<file path="config.mk">
export PLATFORM = sky130hd
export DESIGN_NAME = led_laser_blink_pattern_sequencer_unit
export DESIGN_NICKNAME = d
export VERILOG_FILES = /design/src/hdl/lbps_pkg.sv /design/src/hdl/lbps_core.sv /design/src/hdl/led_laser_blink_pattern_sequencer_unit.sv
export SDC_FILE = /design/constraint.sdc
export NUM_CORES = 1
export LEC_CHECK = 0
export BUFFER_PORTS_ARGS = -buffer_cell sky130_fd_sc_hd__buf_4
export CORE_MARGIN = 5
export CORE_UTILIZATION = 30
export CTS_BUF_LIST = sky130_fd_sc_hd__clkbuf_16
export CTS_CLUSTER_DIAMETER = 200
export DETAILED_ROUTE_END_ITERATION = 6
export HOLD_SLACK_MARGIN = 0.06
export SYNTH_ARGS = -nofsm -noshare
export SYNTH_HDL_FRONTEND = slang
export SYNTH_HIERARCHICAL = 1
export SYNTH_SLANG_ARGS = --single-unit
</file>
<file path="constraint.sdc">
create_clock -name clk -period 6.4 [get_ports clk]
set_input_delay 0.96 -clock clk [delete_from_list [all_inputs] [get_ports clk]]
set_output_delay 0.96 -clock clk [all_outputs]
set_load 0.01 [all_outputs]
</file>
<file path="src/hdl/lbps_pkg.sv">
// ----------------------------------------------------------------------------
// Indicator blink pattern sequencer package
// Shared word types, pattern codes, register map and the pattern table.
// ----------------------------------------------------------------------------
`timescale 1ns / 1ps

package lbps_pkg;

  // Input word: a tick or a pattern start.
  typedef struct packed {
    logic       func;
    logic [2:0] op_code;
  } in_t;

  // Result word: light levels and status after one input word.
  typedef struct packed {
    logic flash_on;
    logic laser_on;
    logic busy_res;
    logic soft_reset;
  } out_t;

  // Period registers as seen by the sequencer core.
  typedef struct packed {
    logic [15:0] fast_period;
    logic [15:0] slow_period;
  } cfg_t;

  // One pattern's description.
  typedef struct packed {
    logic [3:0] limit;
    logic       laser;
    logic       slow;
  } pattern_t;

  // Input function codes.
  localparam logic FUNC_TICK  = 1'b0;
  localparam logic FUNC_START = 1'b1;

  // Pattern codes.
  localparam logic [2:0] MODE_NONE      = 3'd0;
  localparam logic [2:0] MODE_ERASE     = 3'd1;
  localparam logic [2:0] MODE_PAIRED    = 3'd2;
  localparam logic [2:0] MODE_CONNECTED = 3'd3;
  localparam logic [2:0] MODE_LASER_ON  = 3'd4;
  localparam logic [2:0] MODE_LASER_OFF = 3'd5;

  // Register map: index of each register, selected by the word address.
  localparam logic REG_FAST_PERIOD = 1'b0;
  localparam logic REG_SLOW_PERIOD = 1'b1;

  // Register reset values.
  localparam logic [15:0] FAST_PERIOD_RST = 16'h40FF;
  localparam logic [15:0] SLOW_PERIOD_RST = 16'hBFFF;

  // Paired pattern runs slow until this step.
  localparam logic [3:0] PAIRED_FAST_STEP = 4'd2;

  // Pattern table.
  function automatic pattern_t pattern_lookup(input logic [2:0] mode);
    pattern_t p;
    begin
      p = '{limit: 4'd0, laser: 1'b0, slow: 1'b0};
      case (mode)
        MODE_ERASE:     p = '{limit: 4'd10, laser: 1'b0, slow: 1'b0};
        MODE_PAIRED:    p = '{limit: 4'd8,  laser: 1'b0, slow: 1'b0};
        MODE_CONNECTED: p = '{limit: 4'd6,  laser: 1'b0, slow: 1'b0};
        MODE_LASER_ON:  p = '{limit: 4'd4,  laser: 1'b1, slow: 1'b1};
        MODE_LASER_OFF: p = '{limit: 4'd6,  laser: 1'b1, slow: 1'b0};
        default:        p = '{limit: 4'd0,  laser: 1'b0, slow: 1'b0};
      endcase
      return p;
    end
  endfunction

endpackage

</file>
<file path="src/hdl/lbps_core.sv">
// ----------------------------------------------------------------------------
// Indicator blink pattern sequencer core
// Holds the pattern state and works out each input word combinationally.
// ----------------------------------------------------------------------------
`timescale 1ns / 1ps

module lbps_core (
  input  logic          clk,
  input  logic          rst_n,
  input  logic          step_en,
  input  lbps_pkg::in_t  item,
  input  lbps_pkg::cfg_t cfg,
  output lbps_pkg::out_t res
);

  logic [2:0]  mode_r,  mode_nxt;
  logic [3:0]  step_r,  step_nxt;
  logic [15:0] tick_r,  tick_nxt;
  logic        flash_r, flash_nxt;
  logic        laser_r, laser_nxt;
  logic        pulse;

  lbps_pkg::pattern_t pat;
  logic        running;
  logic        first;
  logic [15:0] tick_inc;
  logic        over_fast;
  logic        over_slow;
  logic        exceed;
  logic        light_nxt;
  logic        light_set;
  logic [3:0]  step_base;

  // Per-item decode of the pattern and the tick arithmetic.
  always_comb begin
    pat       = lbps_pkg::pattern_lookup(mode_r);
    running   = (mode_r != lbps_pkg::MODE_NONE) && (mode_r <= lbps_pkg::MODE_LASER_OFF);
    first     = (step_r == 4'd0);
    tick_inc  = (first ? 16'd0 : tick_r) + 16'd1;
    over_fast = tick_inc > cfg.fast_period;
    over_slow = tick_inc > cfg.slow_period;
    if (mode_r == lbps_pkg::MODE_PAIRED) begin
      exceed = ((step_r >= lbps_pkg::PAIRED_FAST_STEP) && over_fast) || over_slow;
    end else if (pat.slow) begin
      exceed = over_slow;
    end else begin
      exceed = over_fast;
    end
    step_base = first ? 4'd1 : step_r;
  end

  // Next state for the accepted word.
  always_comb begin
    mode_nxt  = mode_r;
    step_nxt  = step_r;
    tick_nxt  = tick_r;
    flash_nxt = flash_r;
    laser_nxt = laser_r;
    pulse     = 1'b0;
    light_set = 1'b0;
    light_nxt = 1'b0;
    if (item.func == lbps_pkg::FUNC_START) begin
      // Start or cancel; unused codes are ignored.
      if (item.op_code <= lbps_pkg::MODE_LASER_OFF) begin
        mode_nxt = item.op_code;
        step_nxt = 4'd0;
      end
    end else if (running) begin
      if (step_r >= pat.limit) begin
        // Pattern finished: light off, erase asks for a soft reset.
        light_set = 1'b1;
        light_nxt = 1'b0;
        mode_nxt  = lbps_pkg::MODE_NONE;
        step_nxt  = 4'd0;
        pulse     = (mode_r == lbps_pkg::MODE_ERASE);
      end else begin
        // The first tick turns the light on; a step toggles it by parity.
        light_set = first | exceed;
        light_nxt = exceed ? ~step_r[0] : 1'b1;
        tick_nxt  = exceed ? 16'd0 : tick_inc;
        step_nxt  = exceed ? step_base + 4'd1 : step_base;
      end
    end
    if (light_set) begin
      if (pat.laser) begin
        laser_nxt = light_nxt;
      end else begin
        flash_nxt = light_nxt;
      end
    end
  end

  // State registers.
  always_ff @(posedge clk) begin
    if (!rst_n) begin
      mode_r  <= lbps_pkg::MODE_NONE;
      step_r  <= 4'd0;
      tick_r  <= 16'd0;
      flash_r <= 1'b0;
      laser_r <= 1'b0;
    end else if (step_en) begin
      mode_r  <= mode_nxt;
      step_r  <= step_nxt;
      tick_r  <= tick_nxt;
      flash_r <= flash_nxt;
      laser_r <= laser_nxt;
    end
  end

  // Result word for this item.
  assign res.flash_on   = flash_nxt;
  assign res.laser_on   = laser_nxt;
  assign res.busy_res   = (mode_nxt != lbps_pkg::MODE_NONE);
  assign res.soft_reset = pulse;

endmodule

</file>
<file path="src/hdl/led_laser_blink_pattern_sequencer_unit.sv">
// ----------------------------------------------------------------------------
// Indicator blink pattern sequencer
// Runs flashlight and laser blink patterns, one result word per input word.
// ----------------------------------------------------------------------------
//
//  Channel  Ports                                   Direction  Word
//  input    in_valid, in_ready, in_data             in         func, op_code
//  result   out_valid, out_ready, out_data          out        lights, busy, reset
//  config   cfg_psel .. cfg_prdata, cfg_pready      in/out     two 16-bit periods
//
// Each word is captured in an input register, processed by the core and held
// in the result register; one word per cycle is sustained while out_ready is
// held high. The input register keeps taking words while a result waits,
// and stalls only when both registers are full. Reset is synchronous and
// returns all pattern state and the periods to their defaults.
`timescale 1ns / 1ps

module led_laser_blink_pattern_sequencer_unit (
  input  logic            clk,
  input  logic            rst_n,
  input  logic            in_valid,
  output logic            in_ready,
  input  lbps_pkg::in_t   in_data,
  output logic            out_valid,
  input  logic            out_ready,
  output lbps_pkg::out_t  out_data,
  input  logic            cfg_psel,
  input  logic            cfg_penable,
  input  logic            cfg_pwrite,
  input  logic [2:0]      cfg_paddr,
  input  logic [31:0]     cfg_pwdata,
  output logic [31:0]     cfg_prdata,
  output logic            cfg_pready
);

  logic           hold_valid_r;
  lbps_pkg::in_t  hold_data_r;
  logic           out_valid_r;
  lbps_pkg::out_t out_data_r;
  lbps_pkg::cfg_t cfg_r;
  lbps_pkg::out_t res;
  logic           out_free;
  logic           advance;
  logic           cfg_wr;

  // Configuration registers, decoded on the word address bit.
  assign cfg_pready = 1'b1;
  assign cfg_wr     = cfg_psel & cfg_penable & cfg_pwrite;

  always_ff @(posedge clk) begin
    if (!rst_n) begin
      cfg_r.fast_period <= lbps_pkg::FAST_PERIOD_RST;
      cfg_r.slow_period <= lbps_pkg::SLOW_PERIOD_RST;
    end else if (cfg_wr) begin
      if (cfg_paddr[2] == lbps_pkg::REG_SLOW_PERIOD) begin
        cfg_r.slow_period <= cfg_pwdata[15:0];
      end else begin
        cfg_r.fast_period <= cfg_pwdata[15:0];
      end
    end
  end

  // Read back, the low address bits are ignored.
  always_comb begin
    if (cfg_paddr[2] == lbps_pkg::REG_SLOW_PERIOD) begin
      cfg_prdata = {16'd0, cfg_r.slow_period};
    end else begin
      cfg_prdata = {16'd0, cfg_r.fast_period};
    end
  end

  // Handshake between the input register and the result register.
  assign out_free = !out_valid_r || out_ready;
  assign advance  = hold_valid_r && out_free;
  assign in_ready = !hold_valid_r || out_free;

  // Input register.
  always_ff @(posedge clk) begin
    if (!rst_n) begin
      hold_valid_r <= 1'b0;
    end else if (in_ready) begin
      hold_valid_r <= in_valid;
    end
  end

  always_ff @(posedge clk) begin
    if (in_valid && in_ready) begin
      hold_data_r <= in_data;
    end
  end

  // Pattern state and per-word processing.
  lbps_core u_core (
    .clk     (clk),
    .rst_n   (rst_n),
    .step_en (advance),
    .item    (hold_data_r),
    .cfg     (cfg_r),
    .res     (res)
  );

  // Result register.
  always_ff @(posedge clk) begin
    if (!rst_n) begin
      out_valid_r <= 1'b0;
    end else if (out_free) begin
      out_valid_r <= hold_valid_r;
    end
  end

  always_ff @(posedge clk) begin
    if (advance) begin
      out_data_r <= res;
    end
  end

  assign out_valid = out_valid_r;
  assign out_data  = out_data_r;

endmodule
</file>
==> run metrics <==
CTS Buffer Depth 2; DR iter-0 viols 125; core area 15200 sq um; CTS H-tree depth 3; layout cells sized above 1 15.24%; P_sw 261.7 uW; yosys synthesis warning count 6; Post CTS Setup Buffer Count 0; Final Cell Area 5338 sq um; Crit path required time 6.45 ns; clock share of power 48.7%; Crit. End Element register; R2R Setup Slk 1.25 ns; Crit Path Category reg2reg; clk root buf clkbuf_16; Avg Cell Area, Syn 8.630 sq um; 1st-pass router iterations 5; HP Class reg2reg; RSZ-0062 raised after global routing no; Final #Nets 648; CP startpoint kind register; Final ANT Viol Nets 0; static leakage 2.213 nW; Most used DFF post-synth dfxtp_1; Top Ports 85; combinational share of power 10.2%; GRT Overall Usage 12.62%; post-DR wirelength/cell 14.64 um; Via density 5.120; Setup Viol. Count Final 0; Synth top area share 25.44%; cell taking the most area after synthesis dfxtp_1; max_slew headroom 31.31%; max-slew violation count 0; area grow syn2layout 14.96%; Die Ht 134.4 um; FFs w/ async S/R, synth 0%; Int Pwr 825.4 uW; Worst-path clk slew 0.06 ns; sequential share of power 41.1%; global-route wire length before repair 18.60 mm; worst r2r dst out_data[3]; Hold-fix buffers, CTS 0; leading post-synthesis cells by cell area dfxtp_1 25%, ha_1 9.7%, mux2i_1 7.1%; Setup TNS 0 ns; sequential area share after synthesis 30.61%; worst r2r src u_core/step_r[0]; Clock Latency Late Sink 0.34 ns; Fmax achieved 194.2 MHz; CTS buffer count 9; Die Wd 134.4 um; Yosys cell types 65; number of global-route vias before repair 3932; crit path to out_data[3]; Tcrit/Tclk final 80.44%; # clock sinks 67; Ant. Diodes 0; Core Rows 45; remaining global-route overflow 0; PostCTS Resize Cnt 0; Routed Wire Length 11.11 mm; fin crit period 5.148 ns; reg2reg path depth 15; Hold Vio Cnt, Final 0; Detail Placement HPWL 8.292 mm; most common cell in the netlist dfxtp_1; RePlAce Congestion 0.8535; residual DRC count 0; Mapped Area 4643 sq um; Synth Instances 538; switching share of power 24.07%; #FFs+latches synth 67; # Max-Cap Violations 0; Post-synth top cells 59 x dfxtp_1, 49 x nor2b_1, 48 x nand2_1; VDD IR max 0.1036 mV; Cell Area, Placed 5021 sq um; Crit path arrival time 5.20 ns; Fillers 1573; initial antenna violation count 0; EDFF count, synth 8; full die area 18060 sq um; Crit Path Max Fanout 21; Initial Util 30.54%; outcome completed; I/O Buffers 49; CP startpoint u_core/step_r[0]; worst slew pin tran 1.028 ns; pin count of the biggest net entering global routing 71; via count 3886; power per cell area 203.7 nW/um^2; clk_skew 0.004836 ns; CTS tree built
[logic make-up after synthesis]
| group | Yosys count | synth area share (%) |
|---|---|---|
| AOI/OAI and AO/OA | 86 | 12.77 |
| xor gates and xnor gates | 13 | 2.452 |
| adders and majority gates | 36 | 9.701 |
| buffers and inverters | 88 | 9.674 |
| DFF | 67 | 30.61 |
| muxes | 50 | 11.24 |
| other | 2 | 0.1617 |
| and+or+nand+nor | 196 | 23.39 |
[worst max-delay path, stage by stage, from the launching register on]
cell and delay, ns:
dfxtp_1 0.54, nor4_2 0.10, buf_4 0.22, nor2b_1 0.28, ha_1 0.30, nand3_1 0.15
nor4_1 0.51, nand2_1 0.13, xor2_1 0.24, nor2_1 0.10, ha_1 0.32, nand4_1 0.20
a2111oi_0 0.62, o31a_1 0.66, or2_1 0.32, o221ai_1 0.15
[per-layer routing]
layer  wire length (um)  vias to the layer above  track usage, %
met3                558                       22           3.076
met4                298                        0           6.278
li1                   -                     1923               -
met2               5261                       97           20.84
met5                  0                        -               0
met1               4992                     1844           15.33
[through the flow]
| stage | setup slack [ns] | cells | hold WS [ns] | total power [mW] | utilization (%) |
|---|---|---|---|---|---|
| finish | 1.252 | 759 | 0.4762 | 1.087 | 35.11 |
| global route | 0.7251 | 759 | 0.4951 | 1.133 | 35.11 |
| CTS | 1.279 | 759 | 0.4802 | 1.100 | 35.11 |
| detailed placement | 1.341 | 743 | 0.4725 | 0.5672 | 33.03 |
| global placement | 1.549 | 743 | 0.4579 | 0.5633 | 33.03 |
| floorplan | 1.834 | 553 | 0.4443 | 0.5355 | - |
[cell usage in the layout (no fill, tap or decap), types with 2 or more instances in the layout]
cell type and n:
nand3_1 20, o21ai_1 2, nor4_1 3, or3_1 2, o311a_1 2, o211ai_1 4, a21boi_0 3, nand4_1 10
clkinv_1 3, o21a_1 3, bufinv_16 2, or4_1 3, a211oi_1 4, nand2b_1 6, o31a_1 3, buf_4 51
or4b_1 11, nand2_1 48, xor2_1 8, inv_1 38, o21ai_0 7, o41ai_1 4, nor2b_1 49, and3_1 3
o311ai_0 3, a21oi_1 31, clkinvlp_4 2, mux2_2 16, edfxtp_1 8, dfxtp_1 59, a221oi_1 2, clkbuf_16 9
conb_1 17, nor2_1 24, nor3_1 7, a21o_1 3, ha_1 36, mux2i_1 33, xnor2_1 5
[how the worst min path moves through the flow]
stage / start / to / slack, ns / cells after the start
6_report: cfg_r[29] / cfg_r[29] / 0.48 / 2
5_1_grt: cfg_r[29] / cfg_r[29] / 0.50 / 2
4_1_cts: cfg_r[29] / cfg_r[29] / 0.48 / 2
3_5_place_dp: cfg_r[29] / cfg_r[29] / 0.47 / 2
3_3_place_gp: cfg_r[24] / cfg_r[24] / 0.46 / 2
2_1_floorplan: cfg_r[14] / cfg_r[14] / 0.44 / 2
[sequential cells by signal (all words and copies together) (netlist names)]
register,cells
cfg_r,32
hold_data_r,4
hold_valid_r,1
out_data,4
out_valid,1
u_core/flash_r,1
u_core/laser_r,1
u_core/mode_r,3
u_core/step_r,4
u_core/tick_r,16
[area by class of cell]
cell class | count | area (sq um) | area share [%]
well taps | 188 | 235.2 | 4.407
repair buffers | 51 | 382.9 | 7.173
inverters | 39 | 146.4 | 2.743
multi-input cells | 398 | 2835 | 53.12
clock buffers | 9 | 225.2 | 4.219
clock inverters | 7 | 91.34 | 1.711
flip-flops and latches | 67 | 1421 | 26.63
[power groups by stage]
stage	Sequential, mW	Combinational (mW)	Clock [mW]
finish	0.447	0.111	0.529
global route	0.448	0.124	0.562
CTS	0.447	0.112	0.541
detailed placement	0.456	0.112	0
global placement	0.455	0.108	0
floorplan	0.450	0.0855	0
Note: power is estimated with default switching activity, not from simulation.
